<file path="config.mk">
export PLATFORM = sky130hd
export DESIGN_NAME = itd_ctrl
export DESIGN_NICKNAME = d
export VERILOG_FILES = /design/src/sv/itd_pkg.sv /design/src/sv/itd_ctrl.sv
export SDC_FILE = /design/constraint.sdc
export NUM_CORES = 1
export LEC_CHECK = 0
export BUFFER_PORTS_ARGS = -buffer_cell sky130_fd_sc_hd__buf_2
export CAP_MARGIN = 20
export CORE_AREA = 2 2 39 41
export DETAILED_ROUTE_END_ITERATION = 10
export DIE_AREA = 0 0 41 43
export GPL_ROUTABILITY_DRIVEN = 0
export PLACE_DENSITY = 0.5
export SLEW_MARGIN = 20
export SYNTH_ARGS = -nofsm -noshare
export SYNTH_HDL_FRONTEND = slang
export SYNTH_SLANG_ARGS = --single-unit
</file>
<file path="constraint.sdc">
create_clock -name clk -period 1.9 [get_ports clk]
set_clock_uncertainty 0.05 [all_clocks]
set_input_delay 0.38 -clock clk [delete_from_list [all_inputs] [get_ports clk]]
set_output_delay 0.38 -clock clk [all_outputs]
set_load 0.01 [all_outputs]
</file>
<file path="src/sv/itd_pkg.sv">
// Shared types, beat structs, controller/datapath interface and the key ROM
// for the transliteration block. No dependencies.
`default_nettype none

package itd_pkg;

  // Number of entries in the key ROM.
  localparam int ROM_SIZE = 153;

  // One input beat.
  typedef struct packed {
    logic [7:0] in_char;
    logic       string_end;
  } in_beat_t;

  // One output beat.
  typedef struct packed {
    logic [7:0] out_byte;
    logic       run_last;
    logic       string_last;
  } out_beat_t;

  // Commands from the controller to the datapath.
  typedef struct packed {
    logic load;    // accept an input beat into the window
    logic start;   // begin a match at the longest available length
    logic search;  // try one key length
    logic emit;    // send one output byte
  } itd_cmd_t;

  // Status from the datapath to the controller.
  typedef struct packed {
    logic go;          // window needs another match
    logic found;       // search resolved (hit or single-byte pass-through)
    logic slot_free;   // output register can take a byte
    logic match_last;  // current byte is the last one of the match
  } itd_stat_t;

  // Key ROM entry. The key is right-justified, first character in the
  // highest used byte.
  typedef struct packed {
    logic [31:0] key;
    logic [2:0]  klen;
    logic [1:0]  ncodes;
    logic [15:0] c0;
    logic [15:0] c1;
    logic [15:0] c2;
  } rom_entry_t;

  function automatic rom_entry_t mk(input logic [31:0] k, input logic [2:0] l,
                                    input logic [1:0] n, input logic [15:0] a,
                                    input logic [15:0] b, input logic [15:0] c);
    rom_entry_t e;
    e.key    = k;
    e.klen   = l;
    e.ncodes = n;
    e.c0     = a;
    e.c1     = b;
    e.c2     = c;
    return e;
  endfunction

  // Key ROM in table order; earlier entries win on duplicate keys.
  function automatic rom_entry_t rom_get(input logic [7:0] idx);
    rom_entry_t e;
    case (idx)
      8'd0:   e = mk("a",    3'd1, 2'd1, 16'h0905, 16'h0, 16'h0);
      8'd1:   e = mk("A",    3'd1, 2'd1, 16'h0906, 16'h0, 16'h0);
      8'd2:   e = mk("aa",   3'd2, 2'd1, 16'h0906, 16'h0, 16'h0);
      8'd3:   e = mk("iI",   3'd2, 2'd1, 16'h0907, 16'h0, 16'h0);
      8'd4:   e = mk("II",   3'd2, 2'd1, 16'h0908, 16'h0, 16'h0);
      8'd5:   e = mk("iiI",  3'd3, 2'd1, 16'h0908, 16'h0, 16'h0);
      8'd6:   e = mk("ee",   3'd2, 2'd1, 16'h0908, 16'h0, 16'h0);
      8'd7:   e = mk("u",    3'd1, 2'd1, 16'h0909, 16'h0, 16'h0);
      8'd8:   e = mk("U",    3'd1, 2'd1, 16'h090A, 16'h0, 16'h0);
      8'd9:   e = mk("uu",   3'd2, 2'd1, 16'h090A, 16'h0, 16'h0);
      8'd10:  e = mk("RRi",  3'd3, 2'd1, 16'h090B, 16'h0, 16'h0);
      8'd11:  e = mk("R^i",  3'd3, 2'd1, 16'h090B, 16'h0, 16'h0);
      8'd12:  e = mk("RRI",  3'd3, 2'd1, 16'h0960, 16'h0, 16'h0);
      8'd13:  e = mk("R^I",  3'd3, 2'd1, 16'h0960, 16'h0, 16'h0);
      8'd14:  e = mk("LLi",  3'd3, 2'd1, 16'h090C, 16'h0, 16'h0);
      8'd15:  e = mk("L^i",  3'd3, 2'd1, 16'h090C, 16'h0, 16'h0);
      8'd16:  e = mk("LLI",  3'd3, 2'd1, 16'h0961, 16'h0, 16'h0);
      8'd17:  e = mk("L^I",  3'd3, 2'd1, 16'h0961, 16'h0, 16'h0);
      8'd18:  e = mk("^e",   3'd2, 2'd1, 16'h090E, 16'h0, 16'h0);
      8'd19:  e = mk("e",    3'd1, 2'd1, 16'h090F, 16'h0, 16'h0);
      8'd20:  e = mk("E",    3'd1, 2'd1, 16'h090F, 16'h0, 16'h0);
      8'd21:  e = mk("ae",   3'd2, 2'd1, 16'h090D, 16'h0, 16'h0);
      8'd22:  e = mk("aE",   3'd2, 2'd1, 16'h090D, 16'h0, 16'h0);
      8'd23:  e = mk("ai",   3'd2, 2'd1, 16'h0910, 16'h0, 16'h0);
      8'd24:  e = mk("^o",   3'd2, 2'd1, 16'h0912, 16'h0, 16'h0);
      8'd25:  e = mk("o",    3'd1, 2'd1, 16'h0913, 16'h0, 16'h0);
      8'd26:  e = mk("O",    3'd1, 2'd1, 16'h0913, 16'h0, 16'h0);
      8'd27:  e = mk("au",   3'd2, 2'd1, 16'h0914, 16'h0, 16'h0);
      8'd28:  e = mk("aU",   3'd2, 2'd1, 16'h0972, 16'h0, 16'h0);
      8'd29:  e = mk("AU",   3'd2, 2'd1, 16'h0911, 16'h0, 16'h0);
      8'd30:  e = mk(".a",   3'd2, 2'd1, 16'h093D, 16'h0, 16'h0);
      8'd31:  e = mk("OM",   3'd2, 2'd1, 16'h0950, 16'h0, 16'h0);
      8'd32:  e = mk("AUM",  3'd3, 2'd1, 16'h0950, 16'h0, 16'h0);
      8'd33:  e = mk("ka",   3'd2, 2'd1, 16'h0915, 16'h0, 16'h0);
      8'd34:  e = mk("k",    3'd1, 2'd1, 16'h0915, 16'h0, 16'h0);
      8'd35:  e = mk("kha",  3'd3, 2'd1, 16'h0916, 16'h0, 16'h0);
      8'd36:  e = mk("kh",   3'd2, 2'd1, 16'h0916, 16'h0, 16'h0);
      8'd37:  e = mk("ga",   3'd2, 2'd1, 16'h0917, 16'h0, 16'h0);
      8'd38:  e = mk("g",    3'd1, 2'd1, 16'h0917, 16'h0, 16'h0);
      8'd39:  e = mk("gha",  3'd3, 2'd1, 16'h0918, 16'h0, 16'h0);
      8'd40:  e = mk("gh",   3'd2, 2'd1, 16'h0918, 16'h0, 16'h0);
      8'd41:  e = mk("~Na",  3'd3, 2'd1, 16'h0919, 16'h0, 16'h0);
      8'd42:  e = mk("~N",   3'd2, 2'd1, 16'h0919, 16'h0, 16'h0);
      8'd43:  e = mk("cha",  3'd3, 2'd1, 16'h091A, 16'h0, 16'h0);
      8'd44:  e = mk("ch",   3'd2, 2'd1, 16'h091A, 16'h0, 16'h0);
      8'd45:  e = mk("Cha",  3'd3, 2'd1, 16'h091B, 16'h0, 16'h0);
      8'd46:  e = mk("Ch",   3'd2, 2'd1, 16'h091B, 16'h0, 16'h0);
      8'd47:  e = mk("ja",   3'd2, 2'd1, 16'h091C, 16'h0, 16'h0);
      8'd48:  e = mk("j",    3'd1, 2'd1, 16'h091C, 16'h0, 16'h0);
      8'd49:  e = mk("jha",  3'd3, 2'd1, 16'h091D, 16'h0, 16'h0);
      8'd50:  e = mk("jh",   3'd2, 2'd1, 16'h091D, 16'h0, 16'h0);
      8'd51:  e = mk("~na",  3'd3, 2'd1, 16'h091E, 16'h0, 16'h0);
      8'd52:  e = mk("~n",   3'd2, 2'd1, 16'h091E, 16'h0, 16'h0);
      8'd53:  e = mk("Ta",   3'd2, 2'd1, 16'h091F, 16'h0, 16'h0);
      8'd54:  e = mk("T",    3'd1, 2'd1, 16'h091F, 16'h0, 16'h0);
      8'd55:  e = mk("Tha",  3'd3, 2'd1, 16'h0920, 16'h0, 16'h0);
      8'd56:  e = mk("Th",   3'd2, 2'd1, 16'h0920, 16'h0, 16'h0);
      8'd57:  e = mk("Da",   3'd2, 2'd1, 16'h0921, 16'h0, 16'h0);
      8'd58:  e = mk("D",    3'd1, 2'd1, 16'h0921, 16'h0, 16'h0);
      8'd59:  e = mk("Dha",  3'd3, 2'd1, 16'h0922, 16'h0, 16'h0);
      8'd60:  e = mk("Dh",   3'd2, 2'd1, 16'h0922, 16'h0, 16'h0);
      8'd61:  e = mk("Na",   3'd2, 2'd1, 16'h0923, 16'h0, 16'h0);
      8'd62:  e = mk("N",    3'd1, 2'd1, 16'h0923, 16'h0, 16'h0);
      8'd63:  e = mk("ta",   3'd2, 2'd1, 16'h0924, 16'h0, 16'h0);
      8'd64:  e = mk("t",    3'd1, 2'd1, 16'h0924, 16'h0, 16'h0);
      8'd65:  e = mk("tha",  3'd3, 2'd1, 16'h0925, 16'h0, 16'h0);
      8'd66:  e = mk("th",   3'd2, 2'd1, 16'h0925, 16'h0, 16'h0);
      8'd67:  e = mk("da",   3'd2, 2'd1, 16'h0926, 16'h0, 16'h0);
      8'd68:  e = mk("d",    3'd1, 2'd1, 16'h0926, 16'h0, 16'h0);
      8'd69:  e = mk("dha",  3'd3, 2'd1, 16'h0927, 16'h0, 16'h0);
      8'd70:  e = mk("dh",   3'd2, 2'd1, 16'h0927, 16'h0, 16'h0);
      8'd71:  e = mk("na",   3'd2, 2'd1, 16'h0928, 16'h0, 16'h0);
      8'd72:  e = mk("n",    3'd1, 2'd1, 16'h0928, 16'h0, 16'h0);
      8'd73:  e = mk("pa",   3'd2, 2'd1, 16'h092A, 16'h0, 16'h0);
      8'd74:  e = mk("p",    3'd1, 2'd1, 16'h092A, 16'h0, 16'h0);
      8'd75:  e = mk("pha",  3'd3, 2'd1, 16'h092B, 16'h0, 16'h0);
      8'd76:  e = mk("ph",   3'd2, 2'd1, 16'h092B, 16'h0, 16'h0);
      8'd77:  e = mk("ba",   3'd2, 2'd1, 16'h092C, 16'h0, 16'h0);
      8'd78:  e = mk("b",    3'd1, 2'd1, 16'h092C, 16'h0, 16'h0);
      8'd79:  e = mk("bha",  3'd3, 2'd1, 16'h092D, 16'h0, 16'h0);
      8'd80:  e = mk("bh",   3'd2, 2'd1, 16'h092D, 16'h0, 16'h0);
      8'd81:  e = mk("ma",   3'd2, 2'd1, 16'h092E, 16'h0, 16'h0);
      8'd82:  e = mk("m",    3'd1, 2'd1, 16'h092E, 16'h0, 16'h0);
      8'd83:  e = mk("ya",   3'd2, 2'd1, 16'h092F, 16'h0, 16'h0);
      8'd84:  e = mk("y",    3'd1, 2'd1, 16'h092F, 16'h0, 16'h0);
      8'd85:  e = mk("ra",   3'd2, 2'd1, 16'h0930, 16'h0, 16'h0);
      8'd86:  e = mk("r",    3'd1, 2'd1, 16'h0930, 16'h0, 16'h0);
      8'd87:  e = mk("la",   3'd2, 2'd1, 16'h0932, 16'h0, 16'h0);
      8'd88:  e = mk("l",    3'd1, 2'd1, 16'h0932, 16'h0, 16'h0);
      8'd89:  e = mk("va",   3'd2, 2'd1, 16'h0935, 16'h0, 16'h0);
      8'd90:  e = mk("v",    3'd1, 2'd1, 16'h0935, 16'h0, 16'h0);
      8'd91:  e = mk("sha",  3'd3, 2'd1, 16'h0936, 16'h0, 16'h0);
      8'd92:  e = mk("sh",   3'd2, 2'd1, 16'h0936, 16'h0, 16'h0);
      8'd93:  e = mk("Sha",  3'd3, 2'd1, 16'h0937, 16'h0, 16'h0);
      8'd94:  e = mk("Sh",   3'd2, 2'd1, 16'h0937, 16'h0, 16'h0);
      8'd95:  e = mk("sa",   3'd2, 2'd1, 16'h0938, 16'h0, 16'h0);
      8'd96:  e = mk("s",    3'd1, 2'd1, 16'h0938, 16'h0, 16'h0);
      8'd97:  e = mk("ha",   3'd2, 2'd1, 16'h0939, 16'h0, 16'h0);
      8'd98:  e = mk("h",    3'd1, 2'd1, 16'h0939, 16'h0, 16'h0);
      8'd99:  e = mk("La",   3'd2, 2'd1, 16'h0933, 16'h0, 16'h0);
      8'd100: e = mk("L",    3'd1, 2'd1, 16'h0933, 16'h0, 16'h0);
      8'd101: e = mk("qa",   3'd2, 2'd1, 16'h0958, 16'h0, 16'h0);
      8'd102: e = mk("q",    3'd1, 2'd1, 16'h0958, 16'h0, 16'h0);
      8'd103: e = mk("Ka",   3'd2, 2'd1, 16'h0959, 16'h0, 16'h0);
      8'd104: e = mk("K",    3'd1, 2'd1, 16'h0959, 16'h0, 16'h0);
      8'd105: e = mk("Ga",   3'd2, 2'd1, 16'h095A, 16'h0, 16'h0);
      8'd106: e = mk("G",    3'd1, 2'd1, 16'h095A, 16'h0, 16'h0);
      8'd107: e = mk("za",   3'd2, 2'd1, 16'h095B, 16'h0, 16'h0);
      8'd108: e = mk("z",    3'd1, 2'd1, 16'h095B, 16'h0, 16'h0);
      8'd109: e = mk("fa",   3'd2, 2'd1, 16'h095C, 16'h0, 16'h0);
      8'd110: e = mk("f",    3'd1, 2'd1, 16'h095C, 16'h0, 16'h0);
      8'd111: e = mk(".Da",  3'd3, 2'd1, 16'h095D, 16'h0, 16'h0);
      8'd112: e = mk(".D",   3'd2, 2'd1, 16'h095D, 16'h0, 16'h0);
      8'd113: e = mk("Ra",   3'd2, 2'd1, 16'h095D, 16'h0, 16'h0);
      8'd114: e = mk("R",    3'd1, 2'd1, 16'h095D, 16'h0, 16'h0);
      8'd115: e = mk(".Dha", 3'd4, 2'd1, 16'h095E, 16'h0, 16'h0);
      8'd116: e = mk(".Dh",  3'd3, 2'd1, 16'h095E, 16'h0, 16'h0);
      8'd117: e = mk("Rha",  3'd3, 2'd1, 16'h095E, 16'h0, 16'h0);
      8'd118: e = mk("Rh",   3'd2, 2'd1, 16'h095E, 16'h0, 16'h0);
      8'd119: e = mk("wa",   3'd2, 2'd2, 16'h0935, 16'h093C, 16'h0);
      8'd120: e = mk("w",    3'd1, 2'd2, 16'h0935, 16'h093C, 16'h0);
      8'd121: e = mk("kSa",  3'd3, 2'd3, 16'h0915, 16'h094D, 16'h0937);
      8'd122: e = mk("kSha", 3'd4, 2'd3, 16'h0915, 16'h094D, 16'h0937);
      8'd123: e = mk("xa",   3'd2, 2'd3, 16'h0915, 16'h094D, 16'h0937);
      8'd124: e = mk("tra",  3'd3, 2'd3, 16'h0924, 16'h094D, 16'h0930);
      8'd125: e = mk("tr",   3'd2, 2'd3, 16'h0924, 16'h094D, 16'h0930);
      8'd126: e = mk("GYa",  3'd3, 2'd3, 16'h091C, 16'h094D, 16'h091E);
      8'd127: e = mk("j~na", 3'd4, 2'd3, 16'h091C, 16'h094D, 16'h091E);
      8'd128: e = mk("shra", 3'd4, 2'd3, 16'h0936, 16'h094D, 16'h0930);
      8'd129: e = mk("i",    3'd1, 2'd1, 16'h093F, 16'h0, 16'h0);
      8'd130: e = mk("I",    3'd1, 2'd1, 16'h0940, 16'h0, 16'h0);
      8'd131: e = mk("ii",   3'd2, 2'd1, 16'h0940, 16'h0, 16'h0);
      8'd132: e = mk("ee",   3'd2, 2'd1, 16'h0940, 16'h0, 16'h0);
      8'd133: e = mk("u",    3'd1, 2'd1, 16'h0941, 16'h0, 16'h0);
      8'd134: e = mk("U",    3'd1, 2'd1, 16'h0942, 16'h0, 16'h0);
      8'd135: e = mk("uu",   3'd2, 2'd1, 16'h0942, 16'h0, 16'h0);
      8'd136: e = mk("RRi",  3'd3, 2'd1, 16'h0943, 16'h0, 16'h0);
      8'd137: e = mk("R^i",  3'd3, 2'd1, 16'h0943, 16'h0, 16'h0);
      8'd138: e = mk("LLi",  3'd3, 2'd1, 16'h0962, 16'h0, 16'h0);
      8'd139: e = mk("L^i",  3'd3, 2'd1, 16'h0962, 16'h0, 16'h0);
      8'd140: e = mk("e",    3'd1, 2'd1, 16'h0947, 16'h0, 16'h0);
      8'd141: e = mk("E",    3'd1, 2'd1, 16'h0947, 16'h0, 16'h0);
      8'd142: e = mk("ai",   3'd2, 2'd1, 16'h0948, 16'h0, 16'h0);
      8'd143: e = mk("o",    3'd1, 2'd1, 16'h094B, 16'h0, 16'h0);
      8'd144: e = mk("O",    3'd1, 2'd1, 16'h094B, 16'h0, 16'h0);
      8'd145: e = mk("au",   3'd2, 2'd1, 16'h094C, 16'h0, 16'h0);
      8'd146: e = mk("M",    3'd1, 2'd1, 16'h0902, 16'h0, 16'h0);
      8'd147: e = mk(".m",   3'd2, 2'd1, 16'h0902, 16'h0, 16'h0);
      8'd148: e = mk(".n",   3'd2, 2'd1, 16'h0902, 16'h0, 16'h0);
      8'd149: e = mk("H",    3'd1, 2'd1, 16'h0903, 16'h0, 16'h0);
      8'd150: e = mk(".N",   3'd2, 2'd1, 16'h0901, 16'h0, 16'h0);
      8'd151: e = mk(".h",   3'd2, 2'd1, 16'h094D, 16'h0, 16'h0);
      8'd152: e = mk(".c",   3'd2, 2'd1, 16'h0945, 16'h0, 16'h0);
      default: e = '0;
    endcase
    return e;
  endfunction

endpackage

`default_nettype wire

</file>
<file path="src/sv/itd_ctrl.sv">
// Controller state machine for the transliteration block.
// Depends on itd_pkg for the command and status structs.
`default_nettype none

module itd_ctrl (
  input  wire logic              clk,
  input  wire logic              rst,
  input  wire logic              text_valid,
  output logic                   text_stall,
  input  itd_pkg::itd_stat_t     stat,
  output itd_pkg::itd_cmd_t      cmd
);

  typedef enum logic [1:0] {
    S_IDLE,
    S_CHECK,
    S_SEARCH,
    S_EMIT
  } state_t;

  state_t state;
  logic   stall;
  logic   accept;

  assign text_stall = stall;
  assign accept     = text_valid && !stall;

  // Commands follow the current state and datapath status.
  always_comb begin
    cmd        = '0;
    cmd.load   = accept;
    cmd.start  = (state == S_CHECK);
    cmd.search = (state == S_SEARCH);
    cmd.emit   = (state == S_EMIT) && stat.slot_free;
  end

  // State and the registered input stall.
  always_ff @(posedge clk) begin
    if (rst) begin
      state <= S_IDLE;
      stall <= 1'b0;
    end else begin
      case (state)
        S_IDLE: begin
          if (accept) begin
            state <= S_CHECK;
            stall <= 1'b1;
          end
        end
        S_CHECK: begin
          if (stat.go) begin
            state <= S_SEARCH;
          end else begin
            state <= S_IDLE;
            stall <= 1'b0;
          end
        end
        S_SEARCH: begin
          if (stat.found) begin
            state <= S_EMIT;
          end
        end
        S_EMIT: begin
          if (stat.slot_free && stat.match_last) begin
            state <= S_CHECK;
          end
        end
        default: begin
          state <= S_IDLE;
          stall <= 1'b0;
        end
      endcase
    end
  end

`ifndef SYNTH
  // An accepted beat always leads to a window check next cycle.
  a_accept_check: assert property (@(posedge clk) disable iff (rst)
    accept |=> (state == S_CHECK))
    else $error("accepted beat did not reach the check state");

  // Input is held off whenever the controller is busy.
  a_busy_stall: assert property (@(posedge clk) disable iff (rst)
    (state != S_IDLE) |-> stall)
    else $error("input not stalled while busy");

  // Bytes are only sent from the emit state.
  a_emit_state: assert property (@(posedge clk) disable iff (rst)
    cmd.emit |-> (state == S_EMIT))
    else $error("emit outside emit state");
`endif

endmodule

`default_nettype wire

</file>
Word level (Yosys, flattened, before mapping)

Index checks and enable logic that the tools add are counted.

Reduce and logical (&&, ||, !) cells: 8
Equality and inequality tests: 7
Multiplexer cells: 8

Operator list:

| cell                 | number |
|---|---|
| $mux W2              | 4 |
| $pmux W2 S4          | 1 |
| $ne A2 B2 Y1 const B | 3 |
| $reduce_and A3 Y1    | 2 |
| $eq A2 B2 Y1 const B | 2 |
| $logic_and A1 B1 Y1  | 3 |
| $eq A2 B1 Y1 const B | 1 |
| $logic_not A2 Y1     | 1 |
| $mux W1              | 2 |
| $ne A2 B1 Y1 const B | 1 |
| $pmux W1 S2          | 1 |
| $reduce_bool A2 Y1   | 1 |
| $logic_not A1 Y1     | 1 |

Bits of input ports: 7
Register bits after elaboration: 3

Longest topological paths before layout

Gate-level depths: netlist of run 1.

Depth in word-level cells: 4
Gate-level depth with buffers: 5
Depth with buffers taken out: 5

Least setup slack after synthesis of run 1

OpenSTA, ideal clock, no wires.

Path type: register to register
From: register state[0]
To: register state[0]
Arrival time: 1.465 ns
Library setup time: 0.123 ns
Required time: 1.727 ns
Setup slack: 0.261 ns
Cell stages (with the launch flop): 5
Path through: dfxtp_1 inv_1 ha_1 a222oi_1 mux2_1

RTL lines:

| what                     | line           | RTL |
|---|---|---|
| start: declaration       | itd_ctrl.sv:21 | `state_t state;` |
| start signal: assignment | itd_ctrl.sv:40 | `state <= S_IDLE;` |
| start signal: assignment | itd_ctrl.sv:46 | `state <= S_CHECK;` |
| start signal: assignment | itd_ctrl.sv:52 | `state <= S_SEARCH;` |

Worst setup path after layout of run 1

From: register state[0]
To: register state[0]

Longest elaborated chain between the ends: 3
Elaborated cells between the ends (all ways): 9
Classes of those cells: eq/ne (6); mux (1); reduce/logical (2)

Ends and longest elaborated chain:

| what                                                   | line           | RTL |
|---|---|---|
| $eq A2 B2 Y1 or $logic_not A2 Y1 (tied branches)       | itd_ctrl.sv:43 | `case (state)` |
| $ne A2 B1 Y1 (no line) or $ne A2 B2 Y1 (tied branches) | n/a            |  |
| $reduce_and A3 Y1 (no line)                            | n/a            |  |

Parallel ways exist; a longest one is shown, timed or not.
A chain may end at the register's enable or synchronous reset.

==> metrics.yaml, run 1 <==
dr.pass1.iters: 4
area_growth_pct: 35.4
slew_viol_final: 0
dpl_cell_area_sq_um: 333
cp_max_fo: 4
fill_cells: 154
outcome: "complete, no violations"
critPathBufInv: 1
vias: 237
fin_area_sq_um: 359
yosysWarnings: 0
diodes: 0
rsz0062_at_grt: "false"
final_cell_mix: "buf_2 (11), ha_1 (5), inv_1 (4), nor2_1 (4)"
period_share: 0.893
worstPathRequired_ns: 1.96
synth_cells: 30
ir_drop_uv: 291
crit_end: "state[0]"
ys_ff_latch: 3
startpoint: "state[0]"
grt_antenna_before_repair: 0
leakage_uw: 0.000189
critPathMaxStageDelay_ns: 0.47
io_pins: 12
crit_slowest_cell: "a222oi_1"
grt.met2_usage: 0.103
final.min_clock_period_ns: 1.70
rr_worst_depth: 4
cts_tree: "yes"
remaining_drc_errors: 0
core_sq_um: 1380
hold_path.class: "primary input to flop"
routed_wl_um: 542
drt-initial-drc-count: 9
worstReg2RegStart: "state[0]"
yosysSeqAreaShare: 0.226
cts_max_path_buffers: 2
grt_pass1_wl_um: 883
hpwl_um: 452
multi_input_comb_area_sq_um: 183
busiest_layer: "met2"
r2r-end: "state[0]"
power-per-cell-area_nw_per_um2: 1220
initial_core_util: 0.192
post_drt_wl_per_cell_um: 9.03
grtUsageMet3: 0.0366
grt_max_degree: 6
postSynthAreaPerCell_sq_um: 8.84
max_freq_ghz: 0.589
clock-sinks: 3
setup.worst_path.start_class: "flop"
max_slew_margin: 0.702
die_area_sq_um: 1760
rrSetupSlack_ns: 0.20
clockRootBuffer: "clkbuf_4"
setup_viol: 0
grt-ovfl-total: 0
ys_types: 18
min_from: "rst"
register_area_sq_um: 60.1
row_count: 14
clkTransAtPathRegs_ns: 0.04
crit_cells: 4
grtUsageTotal: 0.0762
layout-drive-gt1-share: 0.364
critPathTopFamily: "compound AO/OA/AOI/OAI gates"
final_common_cell: "buf_2"
use_met1: 0.0863
htreeDepth: 1
numPortBuffers: 11
finalHoldViolCount: 0
synth_fp_nets: 42
cp_cell_sequence: "inv_1 -> ha_1 -> a222oi_1 -> mux2_1"
worstPathArrival_ns: 1.76
ant_nets: 0
worstSetupPathType: "flop to flop"
nets: 57
cts_buffers: 3
postCtsSetupBuffers: 0
via_per_inst: 3.95
postCtsHoldBufs: 0
drv_cap: 0
synth_area_sq_um: 265
cp-end-kind: "flop"
insertion_delay_ns: 0.23
setup_tns_ns: 0
die_y_um: 43
cts_resized: 0
fp.dieW_um: 41
worstMarginPinSlew_ns: 0.435
first_global_vias: 231
## cells by family after synthesis
kind of cell | after synthesis | share of synthesized area
AO/OA/AOI/OAI | 5 | 0.142
adder cells (fa/ha/maj) | 5 | 0.236
buffers and inverters | 5 | 0.0849
flip-flops | 3 | 0.226
multiplexers | 2 | 0.0802
AND/OR/NAND/NOR | 10 | 0.231
## final cells by class
cell class | instances | area share
Inverter | 4 | 0.0418
Clock buffer | 4 | 0.0732
Tap cell | 16 | 0.0557
Sequential cell | 3 | 0.167
Timing Repair Buffer | 11 | 0.153
Multi-Input combinational cell | 22 | 0.509
## cells in the mapped netlist
| master | instances | area (sq um) |
|---|---|---|
| mux2_1 | 1 | 11.3 |
| a2111oi_0 | 1 | 8.76 |
| a31oi_1 | 1 | 6.26 |
| a21oi_1 | 1 | 5.00 |
| o21a_1 | 1 | 7.51 |
| ha_1 | 5 | 62.6 |
| or3b_2 | 1 | 8.76 |
| and2b_1 | 1 | 7.51 |
| buf_4 | 1 | 7.51 |
| inv_1 | 4 | 15.0 |
| dfxtp_1 | 3 | 60.1 |
| a222oi_1 | 1 | 10.0 |
| and2_1 | 1 | 6.26 |
| mux2i_1 | 1 | 10.0 |
| nand2b_1 | 1 | 6.26 |
| nand2b_4 | 1 | 13.8 |
| nand2_1 | 1 | 3.75 |
| nor2_1 | 4 | 15.0 |
## per-stage QoR
step	power (uW)	hold slack [ns]	util	worst slack, ns	instances
after global placement	333	0.434	0.241	0.231	56
after detailed placement	332	0.430	0.241	0.188	56
after floorplan	274	0.431	-	0.261	30
after global routing	491	0.413	0.259	0.120	60
after CTS	449	0.400	0.259	0.185	60
final	438	0.407	0.259	0.203	60
## routing by layer
| metal | routed length, um | vias up |
|---|---|---|
| li1 | - | 129 |
| met1 | 267 | 99 |
| met2 | 226 | 9 |
| met3 | 48 | 0 |
| met4 | 0 | 0 |
| met5 | 0 | - |
## worst min-delay path by stage
stage	end	slack (ns)	cells after the start
finish	text_stall	0.41	3
global route	text_stall	0.41	3
CTS	text_stall	0.40	3
detailed placement	text_stall	0.43	1
global placement	text_stall	0.43	1
floorplan	state[1]	0.43	2
## worst reg2reg max path, cell delays in order, from the launching register on
cell,delay [ns]
dfxtp_1,0.37
inv_1,0.09
ha_1,0.23
a222oi_1,0.47
mux2_1,0.36
## where the power goes
group          total (uW)  leakage (uW)  internal (uW)  switching (uW)
Combinational         220      0.000150            109             111
Sequential            107     0.0000247           87.0            19.9
Clock                 111     0.0000150           78.7            32.3
## flip-flops by register name, summed over array words and instances (netlist names)
| name | count |
|---|---|
| state | 2 |
| text_stall | 1 |
No activity file was read; power rests on OpenSTA's default activity.
==> inputs of run 2 (changes only) <==
RECOVER_POWER = 25   (was unset)
==> run 2 against run 1 <==
Against the previous run: critical path depth stayed put; via count stayed put; count of clock-buffer cells in the layout stayed put; highest routed layer unchanged; first-iteration DRC count is 33% lower; total power is 2.9% lower; sequential share of layout area is 0.42 points higher; non-clock buffer count stayed put; setup slack better by 0.0048 ns; clock power hardly changed; utilization is 0.63 points lower; combinational power is 5% lower; wire length is 1.3% lower.
==> metrics.yaml, run 2 (synthesis gave the netlist of run 1 again) <==
worstPathRequired_ns: 1.96  # about the same
dp_slack_ns: 0.188  # unchanged
postCtsHoldBufs: 0  # unchanged
cts_tree: "yes"  # unchanged
die_area_sq_um: 1760  # unchanged
dr.pass1.iters: 4  # unchanged
holdPathStages: 3  # unchanged
leakage_uw: 0.000182  # was 0.000189 uW
area_growth_pct: 32.1  # was 35.4%
worstMarginPinSlew_ns: 0.428  # was 0.435 ns
cts_resized: 0  # unchanged
setup.worst_path.start_class: "flop"  # unchanged
rsz0062_at_grt: "false"  # unchanged
dpl_cell_area_sq_um: 333  # unchanged
cts_buffers: 3  # unchanged
fin_area_sq_um: 350  # was 359 sq um
hold_path.class: "primary input to flop"  # unchanged
clkTransAtPathRegs_ns: 0.04  # about the same
worstPathArrival_ns: 1.76  # about the same
outcome: "complete, no violations"  # unchanged
grt_max_degree: 6  # unchanged
drt-initial-drc-count: 6  # was 9
remaining_drc_errors: 0  # unchanged
postCtsSetupBuffers: 0  # unchanged
grtUsageTotal: 0.0762  # unchanged
setup_tns_ns: 0  # unchanged
setup_viol: 0  # unchanged
max_freq_ghz: 0.591  # was 0.589 GHz
vias: 237  # unchanged
final.min_clock_period_ns: 1.69  # was 1.70 ns
cp-end-kind: "flop"  # unchanged
setup_slack_ns: 0.208  # was 0.203 ns
power-per-cell-area_nw_per_um2: 1210  # was 1220 nW/um^2
ant_nets: 0  # unchanged
grt_pass1_wl_um: 883  # unchanged
crit_slowest_cell: "a222oi_1"  # unchanged
power_uw: 425  # was 438 uW
cp_cell_sequence: "inv_1 -> ha_1 -> a222oi_1 -> mux2_1"  # unchanged
worstSetupPathType: "flop to flop"  # unchanged
grt-ovfl-total: 0  # unchanged
slew_viol_final: 0  # unchanged
fp.dieW_um: 41  # unchanged
p_comb_frac: 0.489  # was 0.502
top_register: "state"  # unchanged
p_clk_frac: 0.261  # was 0.254
post_drt_wl_per_cell_um: 8.92  # was 9.03 um
first_global_vias: 231  # unchanged
core_sq_um: 1380  # unchanged
nets: 57  # unchanged
p_int_uw: 263  # was 274 uW
insertion_delay_ns: 0.23  # about the same
final_common_cell: "buf_2"  # unchanged
numPortBuffers: 11  # unchanged
largest_reg_flops: 2  # unchanged
io_pins: 12  # unchanged
critPathMaxStageDelay_ns: 0.47  # about the same
placed_cells: 56  # unchanged
row_count: 14  # unchanged
die_y_um: 43  # unchanged
clockRootBuffer: "clkbuf_4"  # unchanged
routed_wl_um: 535  # was 542 um
via_per_inst: 3.95  # unchanged
finalHoldViolCount: 0  # unchanged
rr_worst_depth: 4  # unchanged
final_cell_mix: "buf_2 (10), ha_1 (5), inv_1 (4), nor2_1 (4)"  # was buf_2 (11), ha_1 (5), inv_1 (4), nor2_1 (4)
initial_core_util: 0.192  # unchanged
htreeDepth: 1  # unchanged
final_cells: 60  # unchanged
drv_cap: 0  # unchanged
cp_max_fo: 4  # unchanged
ir_drop_uv: 290  # was 291 uV
max_slew_margin: 0.707  # was 0.702
diodes: 0  # unchanged
hpwl_um: 452  # unchanged
grt_antenna_before_repair: 0  # unchanged
p_sw_frac: 0.380  # was 0.373
p_seq_frac: 0.250  # was 0.244
cts_max_path_buffers: 2  # unchanged
clock-sinks: 3  # unchanged
p_switching_uw: 161  # was 163 uW
period_share: 0.890  # was 0.893
layout-drive-gt1-share: 0.318  # was 0.364
[run 2: changes by cell type in the layout (fill, tap and decap cells not counted)]
cell / delta
buf_2: -1
clkbuf_1: +1
nand2b_4: -1
nand2b_1: +1
[run 2: cell type report]
cell class | count | area [sq um]
well taps | 16 | 20.0
clock buffers | 4 | 26.3
inverters | 4 | 15.0
repair buffers | 11 | 53.8
fillers | 154 | 1030
flip-flops and latches | 3 | 60.1
multi-input cells | 22 | 175
[run 2: worst max-delay path, delay by kind of cell, from the launching register on]
family                     cells  cell delay [ns]
DFF                            1             0.37
adders and majority gates      1             0.23
muxes                          1             0.36
AOI/OAI and AO/OA              1             0.47
buffers and inverters          1             0.09
[run 2: path summary, 6_finish.rpt]
path,from,end,slack [ns]
setup / recovery,state[0],state[0],0.21
hold / removal,rst,text_stall,0.41
setup reg to reg,state[0],state[0],0.21
hold reg to reg,text_stall,text_stall,0.43
[run 2: power by group through the flow]
| stage | clock network [uW] | registers, uW | logic, uW |
|---|---|---|---|
| after floorplan | 0 | 111 | 163 |
| after global placement | 0 | 108 | 225 |
| after detailed placement | 0 | 108 | 224 |
| after CTS | 117 | 107 | 225 |
| after global routing | 129 | 110 | 239 |
| final | 111 | 106 | 208 |
[run 2: layer usage]
metal / track usage / vias to the layer above / share of wire
met5: 0 / - / 0
met4: 0.0600 / 0 / 0
met3: 0.0366 / 0 / 0.090
met2: 0.103 / 9 / 0.43
met1: 0.0863 / 99 / 0.47
li1: - / 129 / -
[run 2: per-stage QoR]
stage,hold WS [ns],util
after floorplan,0.431,-
after global placement,0.434,0.241
after detailed placement,0.430,0.241
after CTS,0.400,0.259
after global routing,0.413,0.253
final,0.407,0.253
==> inputs of run 3 (changes only) <==
PLACE_DENSITY = 0.51   (was 0.5)
SKIP_CTS_REPAIR_TIMING = 1   (was unset)
clock period = 1.5 ns   (was 1.9 ns; I/O delays follow)
==> run 3 against run 2 <==
Against the previous run: the flow now finishes with violations (negative setup slack); total power is 52% higher; sequential share of layout area down 0.78 points; global-route usage increased by 1.1 points; combinational power increased by 63%; count of clock-buffer cells in the layout unchanged; die area did not move; via count up 7.6%; cell count rose by 6.7%; utilization grew 4.5 points; worst hold slack worse by 0.089 ns; design area rose by 18%; critical endpoint unchanged; largest power group unchanged.
==> metrics.yaml, run 3 (synthesis gave the netlist of run 1 again) <==
drv_cap: 0  # unchanged
clkTransAtPathRegs_ns: 0.04  # about the same
core_sq_um: 1380  # unchanged
slew_viol_final: 0  # unchanged
p_comb_frac: 0.522  # was 0.489
failed_checks: "negative setup slack"
worstReg2RegStart: "state[0]"  # unchanged
worstMarginPinSlew_ns: 0.389  # was 0.428 ns
power-per-cell-area_nw_per_um2: 1570  # was 1210 nW/um^2
cp-end-kind: "flop"  # unchanged
hold_path.class: "primary input to flop"  # unchanged
post_drt_wl_per_cell_um: 9.88  # was 8.92 um
min_from: "rst"  # unchanged
fp.dieW_um: 41  # unchanged
dp_slack_ns: -0.0490  # was 0.188 ns
nets: 61  # was 57
initial_core_util: 0.192  # unchanged
multi_input_comb_area_sq_um: 198  # was 175 sq um
die_area_sq_um: 1760  # unchanged
grt_max_degree: 6  # unchanged
clock-sinks: 3  # unchanged
grt-ovfl-total: 0  # unchanged
period_share: 1.02  # was 0.890
max_slew_margin: 0.741  # was 0.707
die_y_um: 43  # unchanged
cp_max_fo: 3  # was 4
final_cells: 64  # was 60
grt_pass1_wl_um: 903  # was 883 um
area_growth_pct: 55.7  # was 32.1%
p_int_uw: 400  # was 263 uW
finalHoldViolCount: 0  # unchanged
final.min_clock_period_ns: 1.53  # was 1.69 ns
worstPathRequired_ns: 1.57  # was 1.96 ns
diodes: 0  # unchanged
dr.pass1.iters: 4  # unchanged
layout-drive-gt1-share: 0.521  # was 0.318
via_per_inst: 3.98  # was 3.95
max_freq_ghz: 0.656  # was 0.591 GHz
drt-initial-drc-count: 5  # was 6
final_cell_mix: "buf_2 (10), nor2_1 (4), buf_4 (4), ha_1 (3), clkbuf_4 (3)"  # was buf_2 (10), ha_1 (5), inv_1 (4), nor2_1 (4)
setup_slack_ns: -0.0250  # was 0.208 ns
grt_antenna_before_repair: 0  # unchanged
ir_drop_uv: 396  # was 290 uV
vias: 255  # was 237
leakage_uw: 0.000206  # was 0.000182 uW
top_register: "state"  # unchanged
final_common_cell: "buf_2"  # unchanged
p_seq_frac: 0.242  # was 0.250
p_sw_frac: 0.382  # was 0.380
setup.worst_path.start_class: "flop"  # unchanged
htreeDepth: 1  # unchanged
first_global_vias: 220  # was 231
setup_tns_ns: -0.0250  # was 0 ns
io_pins: 12  # unchanged
largest_reg_flops: 2  # unchanged
hpwl_um: 478  # was 452 um
cts_tree: "yes"  # unchanged
outcome: "finished, violations left"  # was complete, no violations
power_uw: 647  # was 425 uW
ant_nets: 0  # unchanged
row_count: 14  # unchanged
setup_viol: 1  # was 0
grtUsageTotal: 0.0872  # was 0.0762
cts_buffers: 3  # unchanged
rsz0062_at_grt: "true"  # was false
routed_wl_um: 632  # was 535 um
p_switching_uw: 247  # was 161 uW
worstSetupPathType: "flop to flop"  # unchanged
placed_cells: 59  # was 56
numPortBuffers: 11  # unchanged
p_clk_frac: 0.236  # was 0.261
clockRootBuffer: "clkbuf_4"  # unchanged
fill_cells: 158  # was 154
register_area_sq_um: 67.6  # was 60.1 sq um
worstPathArrival_ns: 1.59  # was 1.76 ns
insertion_delay_ns: 0.25  # was 0.23 ns
cts_max_path_buffers: 2  # unchanged
remaining_drc_errors: 0  # unchanged
startpoint: "state[0]"  # unchanged
run 3: cell types whose count changed in the layout (fill, tap and decap cells not counted):
cell | previous run | this run
buf_4 | 0 | 4
dfxtp_1 | 3 | 1
dfxtp_4 | 0 | 2
ha_1 | 5 | 3
ha_2 | 0 | 1
ha_4 | 0 | 1
inv_1 | 4 | 2
inv_2 | 0 | 1
inv_4 | 0 | 1
nand2b_1 | 2 | 1
nand2b_4 | 0 | 1
run 3: routing by layer:
layer	vias up	routed length [um]	GRT usage
met5	-	0	0
met4	0	31	0.100
met3	4	50	0.0471
met2	11	257	0.106
met1	103	293	0.0927
li1	137	-	-
run 3: power groups by stage:
stage | sequential [uW] | combinational [uW] | clock [uW]
after floorplan | 148 | 215 | 0
after global placement | 144 | 331 | 0
after detailed placement | 146 | 331 | 0
after CTS | 145 | 334 | 155
after global routing | 163 | 378 | 163
final | 156 | 338 | 152
run 3: cell type report:
class,instances,area share
flip-flops and latches,3,0.164
inverters,4,0.0424
multi-input cells,22,0.479
clock buffers,4,0.0636
well taps,16,0.0485
repair buffers,15,0.203
run 3: metrics by stage:
step                utilization  hold slack (ns)  area [sq um]
floorplan                     -            0.405           280
CTS                       0.287            0.318           397
global route              0.298            0.333           413
detailed placement        0.268            0.452           370
global placement          0.268            0.437           370
finish                    0.298            0.318           413
run 3: path summary, 6_finish.rpt:
kind                endpoint  slack, ns  cells past startpoint
setup / recovery    state[0]      -0.03                      4
hold / removal    text_stall       0.32                      3
setup reg to reg    state[0]      -0.03                      4
hold reg to reg     state[1]       0.46                      2
run 3: critical path, stage by stage (launching register included):
cell      delay [ns]
dfxtp_4         0.36
inv_4           0.05
ha_4            0.16
a222oi_1        0.42
mux2_1          0.37
